`config.mk`:
```
export PLATFORM = sky130hd
export DESIGN_NAME = spectral_peak_tone_classifier_unit_flat
export DESIGN_NICKNAME = d
export VERILOG_FILES = /design/src/rtl/spt_pkg.sv /design/src/rtl/spt_bin_if.sv /design/src/rtl/spt_res_if.sv /design/src/rtl/spectral_peak_tone_classifier_unit.sv /design/src/rtl/spt_regs.sv /design/src/rtl/spt_front.sv /design/src/rtl/spt_queue.sv /design/src/rtl/spt_back.sv /design/src/flat_wrapper.sv
export SDC_FILE = /design/constraint.sdc
export NUM_CORES = 2
export LEC_CHECK = 0
export BUFFER_PORTS_ARGS = -buffer_cell sky130_fd_sc_hd__buf_4
export CORE_MARGIN = 3
export CORE_UTILIZATION = 64
export DETAILED_ROUTE_END_ITERATION = 10
export PLACE_DENSITY_LB_ADDON = 0.05
export SLEW_MARGIN = 20
export SYNTH_ARGS = -nofsm -noshare
export SYNTH_HDL_FRONTEND = slang
export SYNTH_SLANG_ARGS = --single-unit
```
`constraint.sdc`:
```
create_clock -name clk_i -period 6.95 [get_ports clk_i]
set_input_delay 0.3475 -clock clk_i [delete_from_list [all_inputs] [get_ports clk_i]]
set_output_delay 0.3475 -clock clk_i [all_outputs]
set_load 0.05 [all_outputs]
```
`src/rtl/spt_pkg.sv`:
```
// Shared types and constants for the spectral peak tone classifier.
package spt_pkg;

  // Frame geometry. FRAME_LENGTH must be a power of two.
  localparam int unsigned FRAME_LENGTH = 128;
  localparam int unsigned HALF_FRAME   = FRAME_LENGTH / 2;
  localparam int unsigned IDX_W        = $clog2(HALF_FRAME);
  localparam int unsigned CNT_W        = IDX_W + 1;
  localparam int unsigned FRAME_SHIFT  = $clog2(FRAME_LENGTH);

  // Field widths.
  localparam int unsigned BIN_W   = 16;
  localparam int unsigned MAG_W   = 32;
  localparam int unsigned PEAK_W  = 6;
  localparam int unsigned LED_W   = 3;
  localparam int unsigned TONE_W  = 15;
  localparam int unsigned SPEED_W = 9;
  localparam int unsigned RATE_W  = 16;
  localparam int unsigned PROD_W  = IDX_W + RATE_W;

  // Configuration port geometry.
  localparam int unsigned NUM_REGS   = 7;
  localparam int unsigned APB_DATA_W = 32;
  localparam int unsigned APB_ADDR_W = $clog2(NUM_REGS * 4);
  localparam int unsigned REG_IDX_W  = APB_ADDR_W - 2;

  typedef enum logic [REG_IDX_W-1:0] {
    REG_LEVEL1      = 3'd0,
    REG_LEVEL2      = 3'd1,
    REG_LEVEL3      = 3'd2,
    REG_LEVEL4      = 3'd3,
    REG_LEVEL5      = 3'd4,
    REG_DRIVE_MIN   = 3'd5,
    REG_SAMPLE_RATE = 3'd6
  } reg_idx_e;

  // Register reset values.
  localparam logic [MAG_W-1:0]  LEVEL1_RST      = 32'd25;
  localparam logic [MAG_W-1:0]  LEVEL2_RST      = 32'd50;
  localparam logic [MAG_W-1:0]  LEVEL3_RST      = 32'd75;
  localparam logic [MAG_W-1:0]  LEVEL4_RST      = 32'd100;
  localparam logic [MAG_W-1:0]  LEVEL5_RST      = 32'd125;
  localparam logic [MAG_W-1:0]  DRIVE_MIN_RST   = 32'd15;
  localparam logic [RATE_W-1:0] SAMPLE_RATE_RST = 16'd33000;

  // Tone bands for the drive command, in hertz.
  localparam logic [TONE_W-1:0] BAND_LEFT_HZ  = 15'd905;
  localparam logic [TONE_W-1:0] BAND_RIGHT_HZ = 15'd1300;
  localparam logic [TONE_W-1:0] BAND_FWD_HZ   = 15'd2050;
  localparam logic [TONE_W-1:0] BAND_STOP_HZ  = 15'd2900;

  // Wheel speed commands.
  localparam logic [SPEED_W-1:0]        SPEED_TURN    = 9'd300;
  localparam logic [SPEED_W-1:0]        SPEED_FAST    = 9'd400;
  localparam logic [SPEED_W-1:0]        SPEED_STOP    = 9'd0;
  localparam logic signed [SPEED_W-1:0] TURN_LEFT     = 9'sd200;
  localparam logic signed [SPEED_W-1:0] TURN_RIGHT    = -9'sd200;
  localparam logic signed [SPEED_W-1:0] TURN_STRAIGHT = 9'sd0;

  // LED level codes.
  localparam logic [LED_W-1:0] LED_DARK = 3'd0;
  localparam logic [LED_W-1:0] LED_L1   = 3'd1;
  localparam logic [LED_W-1:0] LED_L2   = 3'd2;
  localparam logic [LED_W-1:0] LED_L3   = 3'd3;
  localparam logic [LED_W-1:0] LED_L4   = 3'd4;
  localparam logic [LED_W-1:0] LED_TOP  = 3'd5;

  // Live configuration seen by the datapath.
  typedef struct packed {
    logic [4:0][MAG_W-1:0] level_thr;
    logic [MAG_W-1:0]      drive_min;
    logic [RATE_W-1:0]     sample_rate;
  } cfg_t;

  // One frame's peak, handed from the front to the back.
  typedef struct packed {
    logic [IDX_W-1:0] idx;
    logic [MAG_W-1:0] mag;
  } peak_t;

endpackage

```
`src/rtl/spt_bin_if.sv`:
```
// Input channel carrying one FFT bin per transfer.
interface spt_bin_if;
  import spt_pkg::*;

  logic                    valid;
  logic                    ready;
  logic signed [BIN_W-1:0] bin_real;
  logic signed [BIN_W-1:0] bin_imag;
  logic                    last_bin;

  modport source (output valid, bin_real, bin_imag, last_bin, input ready);
  modport sink   (input valid, bin_real, bin_imag, last_bin, output ready);
endinterface

```
`src/rtl/spt_res_if.sv`:
```
// Output channel carrying one classification result per transfer.
interface spt_res_if;
  import spt_pkg::*;

  logic                      valid;
  logic                      ready;
  logic [PEAK_W-1:0]         peak_index;
  logic [MAG_W-1:0]          peak_volume;
  logic [LED_W-1:0]          led_level;
  logic [TONE_W-1:0]         tone_hz;
  logic                      drive_update;
  logic [SPEED_W-1:0]        forward_speed;
  logic signed [SPEED_W-1:0] turn_speed;

  modport source (output valid, peak_index, peak_volume, led_level, tone_hz,
                  drive_update, forward_speed, turn_speed, input ready);
  modport sink   (input valid, peak_index, peak_volume, led_level, tone_hz,
                  drive_update, forward_speed, turn_speed, output ready);
endinterface

```
`src/rtl/spectral_peak_tone_classifier_unit.sv`:
```
// Top level of the spectral peak tone classifier.
//
// Bins of one FFT frame arrive on bin_i, one complex bin per transfer, with
// last_bin set on the final bin. Only the first half of the frame is scanned
// for the largest squared magnitude; the first maximum wins. After the last
// bin one result leaves on res_o: peak index, volume, LED level, tone in
// hertz and an optional wheel drive command.
// Throughput is one bin per cycle unless a closing bin waits on a full
// queue. A result reaches res_o through a square stage and a compare stage
// in the front, a two-entry peak queue, and a multiply stage plus an output
// register in the back.
// When the receiver stalls, the output register holds its result, the back
// stage and the queue fill, and then bin_i drops ready only when a last bin
// finds the queue full; bins inside a frame keep flowing.
// The APB port sets thresholds, drive minimum and sample rate, and should be
// written only while no frame is in flight. Reset restores register
// defaults, empties the pipeline and clears the running peak.
module spectral_peak_tone_classifier_unit (
  input  logic                            clk_i,
  input  logic                            rst_ni,
  spt_bin_if.sink                         bin_i,
  spt_res_if.source                       res_o,
  input  logic                            psel,
  input  logic                            penable,
  input  logic                            pwrite,
  input  logic [spt_pkg::APB_ADDR_W-1:0]  paddr,
  input  logic [spt_pkg::APB_DATA_W-1:0]  pwdata,
  output logic [spt_pkg::APB_DATA_W-1:0]  prdata,
  output logic                            pready
);
  import spt_pkg::*;

  cfg_t  cfg;
  logic  push, full, pop, q_valid;
  peak_t push_data, pop_data;

  spt_regs u_regs (
    .clk_i   (clk_i),
    .rst_ni  (rst_ni),
    .psel    (psel),
    .penable (penable),
    .pwrite  (pwrite),
    .paddr   (paddr),
    .pwdata  (pwdata),
    .prdata  (prdata),
    .pready  (pready),
    .cfg_o   (cfg)
  );

  spt_front u_front (
    .clk_i       (clk_i),
    .rst_ni      (rst_ni),
    .bin_i       (bin_i),
    .push_o      (push),
    .push_data_o (push_data),
    .full_i      (full)
  );

  spt_queue u_queue (
    .clk_i       (clk_i),
    .rst_ni      (rst_ni),
    .push_i      (push),
    .push_data_i (push_data),
    .full_o      (full),
    .pop_i       (pop),
    .valid_o     (q_valid),
    .pop_data_o  (pop_data)
  );

  spt_back u_back (
    .clk_i   (clk_i),
    .rst_ni  (rst_ni),
    .cfg_i   (cfg),
    .valid_i (q_valid),
    .peak_i  (pop_data),
    .pop_o   (pop),
    .res_o   (res_o)
  );
endmodule

```
`src/rtl/spt_regs.sv`:
```
// APB configuration registers for the classifier.
module spt_regs (
  input  logic                            clk_i,
  input  logic                            rst_ni,
  input  logic                            psel,
  input  logic                            penable,
  input  logic                            pwrite,
  input  logic [spt_pkg::APB_ADDR_W-1:0]  paddr,
  input  logic [spt_pkg::APB_DATA_W-1:0]  pwdata,
  output logic [spt_pkg::APB_DATA_W-1:0]  prdata,
  output logic                            pready,
  output spt_pkg::cfg_t                   cfg_o
);
  import spt_pkg::*;

  cfg_t     cfg_q, cfg_d;
  reg_idx_e idx;
  logic     wr_en;

  assign idx    = reg_idx_e'(paddr[APB_ADDR_W-1:2]);
  assign wr_en  = psel && penable && pwrite;
  assign pready = 1'b1;
  assign cfg_o  = cfg_q;

  // Register write decode; writes beyond the last register are dropped.
  always_comb begin
    cfg_d = cfg_q;
    if (wr_en) begin
      case (idx)
        REG_LEVEL1:      cfg_d.level_thr[0] = pwdata;
        REG_LEVEL2:      cfg_d.level_thr[1] = pwdata;
        REG_LEVEL3:      cfg_d.level_thr[2] = pwdata;
        REG_LEVEL4:      cfg_d.level_thr[3] = pwdata;
        REG_LEVEL5:      cfg_d.level_thr[4] = pwdata;
        REG_DRIVE_MIN:   cfg_d.drive_min    = pwdata;
        REG_SAMPLE_RATE: cfg_d.sample_rate  = pwdata[RATE_W-1:0];
        default:         cfg_d = cfg_q;
      endcase
    end
  end

  // Read data mux.
  always_comb begin
    case (idx)
      REG_LEVEL1:      prdata = cfg_q.level_thr[0];
      REG_LEVEL2:      prdata = cfg_q.level_thr[1];
      REG_LEVEL3:      prdata = cfg_q.level_thr[2];
      REG_LEVEL4:      prdata = cfg_q.level_thr[3];
      REG_LEVEL5:      prdata = cfg_q.level_thr[4];
      REG_DRIVE_MIN:   prdata = cfg_q.drive_min;
      REG_SAMPLE_RATE: prdata = APB_DATA_W'(cfg_q.sample_rate);
      default:         prdata = '0;
    endcase
  end

  always_ff @(posedge clk_i or negedge rst_ni) begin
    if (!rst_ni) begin
      cfg_q.level_thr[0] <= LEVEL1_RST;
      cfg_q.level_thr[1] <= LEVEL2_RST;
      cfg_q.level_thr[2] <= LEVEL3_RST;
      cfg_q.level_thr[3] <= LEVEL4_RST;
      cfg_q.level_thr[4] <= LEVEL5_RST;
      cfg_q.drive_min    <= DRIVE_MIN_RST;
      cfg_q.sample_rate  <= SAMPLE_RATE_RST;
    end else begin
      cfg_q <= cfg_d;
    end
  end
endmodule

```
`src/rtl/spt_front.sv`:
```
// Front end: squares each bin, tracks the frame peak, and queues it at frame end.
module spt_front (
  input  logic           clk_i,
  input  logic           rst_ni,
  spt_bin_if.sink        bin_i,
  output logic           push_o,
  output spt_pkg::peak_t push_data_o,
  input  logic           full_i
);
  import spt_pkg::*;

  // Stage 1 registers: squared parts of one bin and its frame position.
  logic             s1_valid_q, s1_valid_d;
  logic [MAG_W-1:0] s1_sq_re_q, s1_sq_im_q;
  logic [IDX_W-1:0] s1_idx_q;
  logic             s1_scan_q;
  logic             s1_last_q;

  logic [CNT_W-1:0] cnt_q, cnt_d;
  logic [MAG_W-1:0] best_mag_q, best_mag_d;
  logic [IDX_W-1:0] best_idx_q, best_idx_d;

  logic             accept;
  logic             s1_fire;
  logic [BIN_W-1:0] abs_re, abs_im;
  logic [MAG_W-1:0] sum;
  logic             better;

  // A bin that closes a frame waits in stage 1 while the queue is full.
  assign s1_fire     = s1_valid_q && (!s1_last_q || !full_i);
  assign bin_i.ready = !s1_valid_q || s1_fire;
  assign accept      = bin_i.valid && bin_i.ready;

  // Magnitudes of both parts; the most negative code maps to 2^15.
  assign abs_re = bin_i.bin_real[BIN_W-1] ? (~bin_i.bin_real + BIN_W'(1)) : bin_i.bin_real;
  assign abs_im = bin_i.bin_imag[BIN_W-1] ? (~bin_i.bin_imag + BIN_W'(1)) : bin_i.bin_imag;

  // Bin counter saturates at half the frame and restarts after the last bin.
  always_comb begin
    cnt_d = cnt_q;
    if (accept) begin
      if (bin_i.last_bin) begin
        cnt_d = '0;
      end else if (cnt_q < CNT_W'(HALF_FRAME)) begin
        cnt_d = cnt_q + CNT_W'(1);
      end
    end
  end

  assign s1_valid_d = accept || (s1_valid_q && !s1_fire);

  // Stage 2: sum and compare; only a strictly larger value takes over.
  assign sum    = s1_sq_re_q + s1_sq_im_q;
  assign better = s1_scan_q && (sum > best_mag_q);

  always_comb begin
    push_data_o.mag = better ? sum : best_mag_q;
    push_data_o.idx = better ? s1_idx_q : best_idx_q;
    best_mag_d      = best_mag_q;
    best_idx_d      = best_idx_q;
    if (s1_fire) begin
      if (s1_last_q) begin
        best_mag_d = '0;
        best_idx_d = '0;
      end else if (better) begin
        best_mag_d = sum;
        best_idx_d = s1_idx_q;
      end
    end
  end

  assign push_o = s1_fire && s1_last_q;

  // Control state.
  always_ff @(posedge clk_i or negedge rst_ni) begin
    if (!rst_ni) begin
      s1_valid_q <= 1'b0;
      cnt_q      <= '0;
      best_mag_q <= '0;
      best_idx_q <= '0;
    end else begin
      s1_valid_q <= s1_valid_d;
      cnt_q      <= cnt_d;
      best_mag_q <= best_mag_d;
      best_idx_q <= best_idx_d;
    end
  end

  // Stage 1 payload.
  always_ff @(posedge clk_i) begin
    if (accept) begin
      s1_sq_re_q <= MAG_W'(abs_re) * MAG_W'(abs_re);
      s1_sq_im_q <= MAG_W'(abs_im) * MAG_W'(abs_im);
      s1_idx_q   <= cnt_q[IDX_W-1:0];
      s1_scan_q  <= cnt_q < CNT_W'(HALF_FRAME);
      s1_last_q  <= bin_i.last_bin;
    end
  end
endmodule

```
`src/rtl/spt_queue.sv`:
```
// Two-entry queue of frame peaks between the front and the back.
module spt_queue (
  input  logic           clk_i,
  input  logic           rst_ni,
  input  logic           push_i,
  input  spt_pkg::peak_t push_data_i,
  output logic           full_o,
  input  logic           pop_i,
  output logic           valid_o,
  output spt_pkg::peak_t pop_data_o
);
  import spt_pkg::*;

  peak_t      mem_q [2];
  logic       wr_ptr_q, rd_ptr_q;
  logic [1:0] count_q;

  assign full_o     = count_q == 2'd2;
  assign valid_o    = count_q != 2'd0;
  assign pop_data_o = mem_q[rd_ptr_q];

  // Pointers and fill count.
  always_ff @(posedge clk_i or negedge rst_ni) begin
    if (!rst_ni) begin
      wr_ptr_q <= 1'b0;
      rd_ptr_q <= 1'b0;
      count_q  <= '0;
    end else begin
      if (push_i) begin
        wr_ptr_q <= ~wr_ptr_q;
      end
      if (pop_i) begin
        rd_ptr_q <= ~rd_ptr_q;
      end
      count_q <= count_q + {1'b0, push_i} - {1'b0, pop_i};
    end
  end

  // Storage.
  always_ff @(posedge clk_i) begin
    if (push_i) begin
      mem_q[wr_ptr_q] <= push_data_i;
    end
  end
endmodule

```
`src/rtl/spt_back.sv`:
```
// Back end: turns a frame peak into tone, LED level and drive command.
module spt_back (
  input  logic           clk_i,
  input  logic           rst_ni,
  input  spt_pkg::cfg_t  cfg_i,
  input  logic           valid_i,
  input  spt_pkg::peak_t peak_i,
  output logic           pop_o,
  spt_res_if.source      res_o
);
  import spt_pkg::*;

  // Stage b1: tone product, LED level.
  logic             b1_valid_q;
  logic [IDX_W-1:0] b1_idx_q;
  logic [MAG_W-1:0] b1_vol_q;
  logic [LED_W-1:0] b1_led_q;
  logic [TONE_W-1:0] b1_tone_q;

  logic              out_valid_q;
  logic              out_adv, b1_load;
  logic [PROD_W-1:0] prod;
  logic [LED_W-1:0]  led;

  logic                      upd;
  logic [SPEED_W-1:0]        fwd;
  logic signed [SPEED_W-1:0] turn;

  assign out_adv = b1_valid_q && (!out_valid_q || res_o.ready);
  assign b1_load = !b1_valid_q || out_adv;
  assign pop_o   = valid_i && b1_load;

  assign prod = PROD_W'(peak_i.idx) * PROD_W'(cfg_i.sample_rate);

  // LED level from the ordered threshold chain.
  always_comb begin
    priority if (peak_i.mag > cfg_i.level_thr[0] && peak_i.mag < cfg_i.level_thr[1]) begin
      led = LED_L1;
    end else if (peak_i.mag >= cfg_i.level_thr[1] && peak_i.mag < cfg_i.level_thr[2]) begin
      led = LED_L2;
    end else if (peak_i.mag >= cfg_i.level_thr[2] && peak_i.mag < cfg_i.level_thr[3]) begin
      led = LED_L3;
    end else if (peak_i.mag >= cfg_i.level_thr[3] && peak_i.mag < cfg_i.level_thr[4]) begin
      led = LED_L4;
    end else if (peak_i.mag >= cfg_i.level_thr[4]) begin
      led = LED_TOP;
    end else begin
      led = LED_DARK;
    end
  end

  // Drive command from the tone band, only above the minimum volume.
  always_comb begin
    upd  = 1'b0;
    fwd  = SPEED_STOP;
    turn = TURN_STRAIGHT;
    if (b1_vol_q > cfg_i.drive_min) begin
      priority if (b1_tone_q < BAND_LEFT_HZ) begin
        upd  = 1'b1;
        fwd  = SPEED_TURN;
        turn = TURN_LEFT;
      end else if (b1_tone_q < BAND_RIGHT_HZ) begin
        upd  = 1'b1;
        fwd  = SPEED_TURN;
        turn = TURN_RIGHT;
      end else if (b1_tone_q < BAND_FWD_HZ) begin
        upd  = 1'b1;
        fwd  = SPEED_FAST;
      end else if (b1_tone_q < BAND_STOP_HZ) begin
        upd  = 1'b1;
      end else begin
        upd  = 1'b0;
      end
    end
  end

  assign res_o.valid = out_valid_q;

  // Valid flags of both stages.
  always_ff @(posedge clk_i or negedge rst_ni) begin
    if (!rst_ni) begin
      b1_valid_q  <= 1'b0;
      out_valid_q <= 1'b0;
    end else begin
      if (b1_load) begin
        b1_valid_q <= valid_i;
      end
      if (out_adv) begin
        out_valid_q <= 1'b1;
      end else if (res_o.ready) begin
        out_valid_q <= 1'b0;
      end
    end
  end

  // Stage payloads.
  always_ff @(posedge clk_i) begin
    if (pop_o) begin
      b1_idx_q  <= peak_i.idx;
      b1_vol_q  <= peak_i.mag;
      b1_led_q  <= led;
      b1_tone_q <= TONE_W'(prod >> FRAME_SHIFT);
    end
    if (out_adv) begin
      res_o.peak_index    <= PEAK_W'(b1_idx_q);
      res_o.peak_volume   <= b1_vol_q;
      res_o.led_level     <= b1_led_q;
      res_o.tone_hz       <= b1_tone_q;
      res_o.drive_update  <= upd;
      res_o.forward_speed <= fwd;
      res_o.turn_speed    <= turn;
    end
  end
endmodule
```
`src/flat_wrapper.sv`:
```
// flat-port wrapper written by rule: the top's interface ports become plain ports
module spectral_peak_tone_classifier_unit_flat import spt_pkg::*;
  (clk_i, rst_ni, psel, penable, pwrite, paddr, pwdata, prdata, pready, bin_i_valid, bin_i_bin_real, bin_i_bin_imag, bin_i_last_bin, bin_i_ready, res_o_valid, res_o_peak_index, res_o_peak_volume, res_o_led_level, res_o_tone_hz, res_o_drive_update, res_o_forward_speed, res_o_turn_speed, res_o_ready);
  spt_bin_if bin_i_i ();
  spt_res_if res_o_i ();
  input  logic clk_i;
  input  logic rst_ni;
  input  logic psel;
  input  logic penable;
  input  logic pwrite;
  input  logic [spt_pkg::APB_ADDR_W-1:0] paddr;
  input  logic [spt_pkg::APB_DATA_W-1:0] pwdata;
  output logic [spt_pkg::APB_DATA_W-1:0] prdata;
  output logic pready;
  input wire logic [$bits(bin_i_i.valid)-1:0] bin_i_valid;
  input wire logic [$bits(bin_i_i.bin_real)-1:0] bin_i_bin_real;
  input wire logic [$bits(bin_i_i.bin_imag)-1:0] bin_i_bin_imag;
  input wire logic [$bits(bin_i_i.last_bin)-1:0] bin_i_last_bin;
  output wire logic [$bits(bin_i_i.ready)-1:0] bin_i_ready;
  output wire logic [$bits(res_o_i.valid)-1:0] res_o_valid;
  output wire logic [$bits(res_o_i.peak_index)-1:0] res_o_peak_index;
  output wire logic [$bits(res_o_i.peak_volume)-1:0] res_o_peak_volume;
  output wire logic [$bits(res_o_i.led_level)-1:0] res_o_led_level;
  output wire logic [$bits(res_o_i.tone_hz)-1:0] res_o_tone_hz;
  output wire logic [$bits(res_o_i.drive_update)-1:0] res_o_drive_update;
  output wire logic [$bits(res_o_i.forward_speed)-1:0] res_o_forward_speed;
  output wire logic [$bits(res_o_i.turn_speed)-1:0] res_o_turn_speed;
  input wire logic [$bits(res_o_i.ready)-1:0] res_o_ready;
  assign bin_i_i.valid = bin_i_valid;
  assign bin_i_i.bin_real = bin_i_bin_real;
  assign bin_i_i.bin_imag = bin_i_bin_imag;
  assign bin_i_i.last_bin = bin_i_last_bin;
  assign bin_i_ready = bin_i_i.ready;
  assign res_o_valid = res_o_i.valid;
  assign res_o_peak_index = res_o_i.peak_index;
  assign res_o_peak_volume = res_o_i.peak_volume;
  assign res_o_led_level = res_o_i.led_level;
  assign res_o_tone_hz = res_o_i.tone_hz;
  assign res_o_drive_update = res_o_i.drive_update;
  assign res_o_forward_speed = res_o_i.forward_speed;
  assign res_o_turn_speed = res_o_i.turn_speed;
  assign res_o_i.ready = res_o_ready;
  spectral_peak_tone_classifier_unit u_core (.clk_i(clk_i), .rst_ni(rst_ni), .bin_i(bin_i_i), .res_o(res_o_i), .psel(psel), .penable(penable), .pwrite(pwrite), .paddr(paddr), .pwdata(pwdata), .prdata(prdata), .pready(pready));
endmodule
```
==> summary.md <==
| Metric | Value |
|---|---|
| Status | finished, final reports clean |
| Place WS | -0.7895 ns |
| First drt pass iteration count | 6 |
| Post-synth EDFFs | 264 |
| Syn Inst Count | 4,396 |
| 1st-iter DRT viols | 2,368 |
| Fin area | 50,890 sq um |
| Final worst setup slack | 0.06338 ns |
| Tightest Hold Check Type | input port to register |
| Unrepaired setup endpoints after global routing | yes |
| Placed Area | 48,430 sq um |
| Relative slew slack | 29.83% |
| Reg clk slew, reported paths | 0.06 ns |
| CTS Buffer Depth | 3 |
| Root Buffer | clkbuf_16 |
| First-pass GRT wire length | 176,500 um |
| Wirelength per Cell | 18.67 um |
| Vias post-DR | 32,960 |
| Die height | 267.3 um |
| Total GRT Usage | 31.17% |
| Setup_tns | 0 ns |
| Crit-path max FO | 6 |
| Hold slack | 0.03232 ns |
| Seq/Total Area, Yosys | 33.12% |
| Core area | 67,400 sq um |
| Top FF cell, synth | edfxtp_1 |
| Crit share post-route | 99.09% |
| Crit-path slowest cell | fa_1 |
| Max cap viols | 0 |
| Area growth from synthesis to layout | 16.50% |
| CP arrival | 7.24 ns |
| Final RePlAce weighted congestion | 0.9217 |
| Final HPWL DP | 83,540 um |
| I/O Buffers | 177 |
| Vias in the first global route | 34,590 |
| Endpoint class of the critical path | register |
| Max Slew Vio Count | 0 |
| Final nets | 5,812 |
| Ys async rst share | 49.62% |
| Die width | 267.3 um |
| Setup violations, final | 0 |
| Netlist cell types | 88 |
| TritonCTS Buffers | 54 |
| CP required | 7.30 ns |
| Final hold violations | 0 |
| Number of routed nets with antenna violations | 0 |
| CTS tree | done |
| CTS sink cnt | 524 |
| Cell Rows | 95 |
| Max Freq | 145.2 MHz |
| Layout cells sized above 1 | 17.12% |
| Critical path startpoint category | input port |
| Latest clock arrival within the worst-skew pair | 0.63 ns |
| Flops & latches, synth | 524 |
| Max incr delay on CP | 0.53 ns |
| Die area | 71,430 sq um |
| # IOs | 187 |
| Fin crit period | 6.887 ns |
| DR DRC count | 0 |
| Mapped Area | 43,680 sq um |
| Mean post-synth cell area | 9.937 sq um |
| Worst-margin pin slew | 1.044 ns |
| Total gr overflow | 0 |
| Largest net degree at the start of global routing | 121 |
| Via/cell ratio | 5.690 |
| Final WL | 108,200 um |
| Crit path kind | input port to register |
| Cell mode on critical path | fa_1 |
| Synth Warn # | 0 |
| Antenna violations before repair | 1 |
| H-tree depth | 2 |
| Fin Clk Skew | 0.04051 ns |
| Starting Density | 64.82% |
==> synthesized netlist by cell type, drive strengths merged, types with 11 or more instances <==
cell type / instances / share of area (%)
dfrtp: 232 / 13
clkinv: 11 / 0.095
nor2b: 30 / 0.43
a31oi: 14 / 0.20
nand4: 53 / 0.76
o211ai: 11 / 0.19
a211oi: 16 / 0.27
or3: 11 / 0.17
o22ai: 16 / 0.23
nand2b: 19 / 0.27
o221ai: 23 / 0.46
o21ai: 341 / 4.0
o31ai: 11 / 0.20
xor2: 49 / 1.1
a21o: 121 / 2.1
nand3: 28 / 0.32
ha: 477 / 14
a221oi: 23 / 0.46
nor3: 31 / 0.36
clkbuf: 106 / 0.91
edfxtp: 264 / 18
inv: 800 / 6.9
a21oi: 148 / 1.7
and2: 41 / 0.59
mux2i: 14 / 0.32
fa: 384 / 18
buf: 28 / 0.38
and3: 14 / 0.20
o21a: 22 / 0.38
dfstp: 28 / 1.7
mux2: 67 / 1.7
a22o: 41 / 0.82
nand2: 524 / 4.5
nor2: 205 / 1.8
o21bai: 11 / 0.19
xnor2: 90 / 1.9
==> cell usage in the layout, fill, tap and decap left out, types with 84 or more instances in the layout <==
master    synthesis  routed
nand2_1         522     502
a21o_1          121     121
buf_4            15     488
fa_1            384     377
nor2_1          200     183
a21oi_1         147     139
xnor2_1          87      84
dfrtp_1         232     232
inv_1           792     782
edfxtp_1        264     264
o21ai_0         331     320
ha_1            477     460
==> metal layers <==
metal	GRT usage, %	part of all wire [%]
met2	54.34	50
met4	13.92	4.9
met1	39.25	39
met5	0	0
met3	3.739	5.8
==> what timing repair did <==
item | 4_1_cts | 5_1_grt
setup endpoints to repair | 4 | 21
hold buffers | 34 | 0
resized for setup | 2 | 55
setup buffers | 3 | 10
pin swaps | 3 | 53
endpoints found under the hold margin | 261 | 0
==> layout make-up <==
class / count / area [sq um]
Multi-Input combinational cell: 2954 / 26420
Fill cell: 4731 / 16510
Sequential cell: 524 / 14470
Timing Repair Buffer: 529 / 4108
Inverter: 811 / 3064
Clock buffer: 64 / 1419
Tap cell: 873 / 1092
Clock inverter: 37 / 316.6
Antenna cell: 1 / 2.502
==> worst paths after layout <==
check / startpoint / to / slack (ns) / depth (start not counted)
setup / recovery: bin_i_bin_real[0] / u_core.u_front.s1_sq_re_q[29] / 0.06 / 32
hold / removal: pwdata[25] / u_core.u_regs.cfg_o[169] / 0.03 / 3
setup reg to reg: u_core.u_front.s1_sq_re_q[3] / u_core.u_queue.mem_q[0][24] / 1.36 / 18
hold reg to reg: u_core.u_back.b1_led_q[2] / u_core.u_back.res_o.led_level[2] / 0.42 / 0
max in group asynchronous: rst_ni / u_core.u_regs.cfg_o[41] / 5.20 / 3
min in group asynchronous: rst_ni / u_core.u_regs.cfg_o[33] / 0.36 / 2
==> registers in the layout (all words and copies together), names as in the netlist, 2 cells and up <==
name and count:
u_core.u_back.res_o.led_level 3, u_core.u_front.s1_idx_q 6, u_core.u_back.res_o.turn_speed 2, u_core.u_back.b1_idx_q 6, u_core.u_back.res_o.peak_volume 32, u_core.u_front.best_idx_q 6
u_core.u_front.cnt_q 7, u_core.u_back.res_o.tone_hz 15, u_core.u_queue.count_q 2, u_core.u_back.b1_tone_q 15, u_core.u_regs.cfg_o 208, u_core.u_queue.mem_q 76
u_core.u_back.res_o.peak_index 6, u_core.u_front.best_mag_q 32, u_core.u_back.b1_led_q 3, u_core.u_front.s1_sq_re_q 31, u_core.u_front.s1_sq_im_q 31, u_core.u_back.res_o.forward_speed 3
u_core.u_back.b1_vol_q 32
==> stage by stage <==
step / util (%) / cells
final: 75.51 / 5793
after global routing: 75.51 / 5793
after CTS: 74.99 / 5781
after detailed placement: 71.86 / 5643
after global placement: 71.86 / 5643
after floorplan: - / 4423
==> critical path, delay by kind of cell <==
family                   cells  cell delay (ns)
adder cells (fa/ha/maj)      8             3.41
buffers and inverters        9             0.81
XOR/XNOR                     2             0.39
AO/OA/AOI/OAI                5             0.89
AND/OR/NAND/NOR              8             1.37
==> cells by family after synthesis <==
family | Yosys count | synth area share, %
xor+xnor | 139 | 2.942
compound gates | 852 | 12.26
buf+inv | 945 | 8.263
other cells | 2 | 0.01719
mux | 81 | 2.048
simple gates | 992 | 10.08
flops | 524 | 33.12
fa+ha+maj | 861 | 31.26
Power is not shown: default switching activity piles up to over one toggle a cycle in this logic, so the estimate is an artifact.
